`src/rtl/mdf_pkg.sv`:
```
package mdf_pkg;

  localparam int W      = 30;
  localparam int RW     = 32;
  localparam int IN_TW  = 64;
  localparam int OUT_TW = 32;

  localparam logic [W-1:0] MOD = 30'd998244353;

  typedef logic [W-1:0] res_t;

  // Payload handed from one exponent cell to the next
  typedef struct packed {
    res_t acc;
    res_t base;
    res_t num;
  } lane_t;

  // 2^k mod MOD by repeated doubling
  function automatic res_t pow2_mod(input int unsigned k);
    logic [W:0] r;
    r = (W+1)'(1);
    for (int unsigned i = 0; i < k; i++) begin
      r = {r[W-1:0], 1'b0};
      if (r >= {1'b0, MOD}) begin
        r = r - {1'b0, MOD};
      end
    end
    return r[W-1:0];
  endfunction

  // -MOD^-1 mod 2^RW by Newton iteration
  function automatic logic [RW-1:0] neg_inv();
    logic [RW-1:0] x;
    logic [RW-1:0] m;
    m = RW'(MOD);
    x = m;
    for (int i = 0; i < 5; i++) begin
      x = x * (RW'(2) - m * x);
    end
    return RW'(0) - x;
  endfunction

  localparam logic [RW-1:0] MINV  = neg_inv();
  localparam res_t          RMOD  = pow2_mod(RW);
  localparam res_t          R2MOD = pow2_mod(2 * RW);
  localparam res_t          EXP   = MOD - W'(2);

endpackage

```
`src/rtl/mdf_mont_mul.sv`:
```
module mdf_mont_mul import mdf_pkg::*; (
  input  logic clk,
  input  logic en,
  input  res_t a,
  input  res_t b,
  output res_t y
);

  localparam int PW = 2 * W;
  localparam int UW = PW + 3;

  logic [PW-1:0] t_r;
  logic [PW-1:0] t2_r;
  logic [RW-1:0] m_r;
  res_t          y_r;
  res_t          y_nxt;
  logic [UW-1:0] u;
  logic [W:0]    s;
  logic [W:0]    d;

  // Low word of t + m*MOD is zero, so the shift is exact; result stays below 2*MOD
  always_comb begin
    u     = UW'(t2_r) + UW'(m_r) * UW'(MOD);
    s     = u[UW-1:RW];
    d     = s - {1'b0, MOD};
    y_nxt = (s >= {1'b0, MOD}) ? d[W-1:0] : s[W-1:0];
  end

  always_ff @(posedge clk) begin
    if (en) begin
      t_r  <= PW'(a) * PW'(b);
      m_r  <= t_r[RW-1:0] * MINV;
      t2_r <= t_r;
      y_r  <= y_nxt;
    end
  end

  assign y = y_r;

endmodule

```
`config.mk`:
```
export PLATFORM = sky130hd
export DESIGN_NAME = mdf_mont_mul
export DESIGN_NICKNAME = d
export VERILOG_FILES = /design/src/rtl/mdf_pkg.sv /design/src/rtl/mdf_mont_mul.sv
export SDC_FILE = /design/constraint.sdc
export NUM_CORES = 2
export LEC_CHECK = 0
export BUFFER_PORTS_ARGS = -buffer_cell sky130_fd_sc_hd__buf_2
export CAP_MARGIN = 40
export CORE_UTILIZATION = 31
export DETAILED_ROUTE_END_ITERATION = 7
export GPL_TIMING_DRIVEN = 0
export SYNTH_ARGS = -nofsm -noshare
export SYNTH_HDL_FRONTEND = slang
export SYNTH_SLANG_ARGS = --single-unit
```
`constraint.sdc`:
```
create_clock -name clk -period 17.95 [get_ports clk]
set_input_delay 2.6925 -clock clk [delete_from_list [all_inputs] [get_ports clk]]
set_output_delay 2.6925 -clock clk [all_outputs]
set_load 0.005 [all_outputs]
```
==> flow_metrics.env <==
export IMPL_outcome="complete, no violations"
export IMPL_cp_num_buf_inv=4
export IMPL_overflow=0
export IMPL_synth_seq_cells=181
export IMPL_asyncSetResetFlopFracSynth_pct=0
export IMPL_synthDistinctLibCells=69
export IMPL_slew_limit_fails=0
export IMPL_post_route_cells_drive_above_1_share_pct=2.43
export IMPL_crit_path_max_delay_cell_type="sky130_fd_sc_hd__clkbuf_1"
export IMPL_fp_dieH_um=421
export IMPL_grt_pass1_wl_mm=254
export IMPL_setup_viol=0
export IMPL_synth_top_cell_by_area="sky130_fd_sc_hd__fa_1"
export IMPL_fmax_mhz=91.7
export IMPL_final_cell_mix="sky130_fd_sc_hd__inv_1 (1505), sky130_fd_sc_hd__fa_1 (1197), sky130_fd_sc_hd__nand2_1 (752)"
export IMPL_post_synth_top_area_fraction_pct=44.1
export IMPL_worst_hold_path_num_cells=0
export IMPL_fin_hold_ws_ps=417
export IMPL_port_buffers=31
export IMPL_cp_required_ps=18290
export IMPL_antenna_found_initial=6
export IMPL_cts_reportedPaths_clkPinSlew_ps=80
export IMPL_yosysWarnings=0
export IMPL_tightestPinTransition_ps=976
export IMPL_cts_sink_count=181
export IMPL_finalNetCount=7663
export IMPL_headroom_to_the_max_slew_limit_pct=34.9
export IMPL_synth_avg_cell_area_sq_um=9.63
export IMPL_clkLatencyLatePin_ps=480
export IMPL_setup_slack_ps=7050
export IMPL_clock_tree_root_cell="sky130_fd_sc_hd__clkbuf_16"
export IMPL_finalWirelength_mm=167
export IMPL_setup_worst_path_end_class="flip-flop"
export IMPL_detail_route_vias_per_cell=4.77
export IMPL_crit_path_start_kind="primary input"
export IMPL_worstSetupPathDepth=25
export IMPL_mostFrequentLayoutCell="sky130_fd_sc_hd__inv_1"
export IMPL_tritoncts="built"
export IMPL_die_area_sq_um=177000
export IMPL_max_cap_viols=0
export IMPL_grt_max_degree=131
export IMPL_critical_path_max_stage_delay_ps=640
export IMPL_hold_path_class="reg -> reg"
export IMPL_synth_enable_flop_cells=181
export IMPL_post_synth_inst_count=5645
export IMPL_fp_coreArea_sq_um=174000
export IMPL_syn_num_nets=7562
export IMPL_cp_arrival_ps=11240
export IMPL_initial_utilization_pct=31.2
export IMPL_cell_class_contributing_the_biggest_share_of_worst_path_delay="adder cells"
export IMPL_cp_max_fanout=10
export IMPL_crit_type="in -> reg"
export IMPL_routed_wire_length_per_instance_um=20.7
export IMPL_drt_iter0_markers=2453
export IMPL_worst_setup_slack_after_placement_ps=6570
export IMPL_nFillCells=17800
export IMPL_placed_instance_count=8052
export IMPL_rsz0062_at_grt="false"
export IMPL_path_common_cell="sky130_fd_sc_hd__fa_1"
export IMPL_num_io_pins=92
export IMPL_ys_top_cells_by_area="sky130_fd_sc_hd__fa_1 (44%), sky130_fd_sc_hd__ha_1 (15%), sky130_fd_sc_hd__inv_1 (10%)"
export IMPL_worst_reg_to_reg_cells=29
export IMPL_skew_ps=29.6
export IMPL_ctsLongestPathBuffers=2
export IMPL_h_tree_lvls=4
export IMPL_portion_of_the_clock_cycle_consumed_by_the_worst_path_in_the_final_layout_pct=60.7
export IMPL_gr_usage_all_layers_pct=19.4
export IMPL_first_global_vias=41200
export IMPL_antenna_left=0
export IMPL_final_hold_violation_count=0
export IMPL_rows=153
export IMPL_final_cell_count_no_fill=8090
export IMPL_layout_area_overhead_vs_synth_pct=8.13
export IMPL_detail_route_drc_violations=0
export IMPL_cts_made_buffers=17
export IMPL_post_cts_resized=0
export IMPL_synth_area_sq_um=54400
export IMPL_drt_pre_antenna_iters=8
export IMPL_ctsHoldBuffers=0
export IMPL_post_cts_setup_buffer_count=0
export IMPL_yosys_most_used_dff="sky130_fd_sc_hd__edfxtp_1"
export IMPL_routed_via_count=38600
export IMPL_place_congestion=1.01
export IMPL_hpwlAfterDp_mm=147
export IMPL_finalCriticalPeriod_ps=10900
export IMPL_synth_sequential_area_ratio_pct=10.0
export IMPL_setup_tns_final_ps=0
export IMPL_die_width_um=421
==> cell type report <==
class / instances / area [sq um] / share of cell area, %
inverter: 1505 / 5650 / 9.61
clock inverter: 15 / 236 / 0.402
timing repair buffer: 82 / 833 / 1.42
sequential: 181 / 5440 / 9.25
antenna: 6 / 15.0 / 0.0255
buffer: 199 / 763 / 1.30
tap: 2325 / 2910 / 4.95
multi-input combinational: 3760 / 42500 / 72.3
clock buffer: 17 / 425 / 0.724
==> Yosys cell counts (all sizes together) (4+ instances only) <==
master,number
a221oi,4
nor3,39
nand2,752
a41oi,4
a31oi,11
fa,1197
edfxtp,181
nand4,33
ha,658
a31o,9
inv,1505
and3,11
xor2,40
o21a,16
nand2b,16
buf,7
o31ai,9
nor4,4
o22ai,5
xnor2,126
or3,8
nand3b,5
mux2i,6
a21o,52
a211oi,20
nor2,82
and4,7
clkbuf,192
o21bai,20
o21ai,73
o211ai,12
nand3,43
a21oi,146
or2,7
nor3b,4
a22oi,4
nand4b,4
and2,269
a211o,8
a21boi,5
nor2b,9
==> per-layer routing <==
layer	global-route usage, %	wire (um)
met5	0	15
met4	7.65	7610
met3	3.35	11900
met2	32.3	79100
met1	24.8	68500
==> cell families after synthesis <==
family / after synthesis / synth area share [%]
adder cells (fa/ha/maj): 1855 / 59.2
buffers and inverters: 1704 / 11.8
AND/OR/NAND/NOR: 1301 / 11.1
AO/OA/AOI/OAI: 432 / 5.11
flip-flops: 181 / 10.0
XOR/XNOR: 166 / 2.68
multiplexers: 6 / 0.111
==> stage by stage <==
| stage | area, sq um | utilization, % |
|---|---|---|
| detailed placement | 58100 | 33.4 |
| global placement | 57400 | 33.0 |
| finish | 58800 | 33.8 |
| floorplan | 54400 | - |
| global route | 58800 | 33.8 |
| CTS | 58800 | 33.8 |
==> sequential cells by signal (all words and copies together) (netlist names) <==
name	count
t2_r	60
y	30
t_r	60
m_r	31
==> final timing paths <==
check | slack [ps] | start | end
setup / recovery | 7050 | a[21] | t_r[58]
hold / removal | 420 | t_r[35] | t2_r[35]
setup reg to reg | 8440 | t2_r[0] | y[8]
hold reg to reg | 420 | t_r[35] | t2_r[35]
==> worst register-to-register path: cells and delay by family, from the launching register on <==
family,cells,cell delay (ps)
fa+ha+maj,9,4090
compound gates,7,2350
simple gates,4,1180
xor+xnor,2,610
flops,1,550
buf+inv,7,500
Power is not shown: default switching activity piles up to over one toggle a cycle in this logic, so the estimate is an artifact.
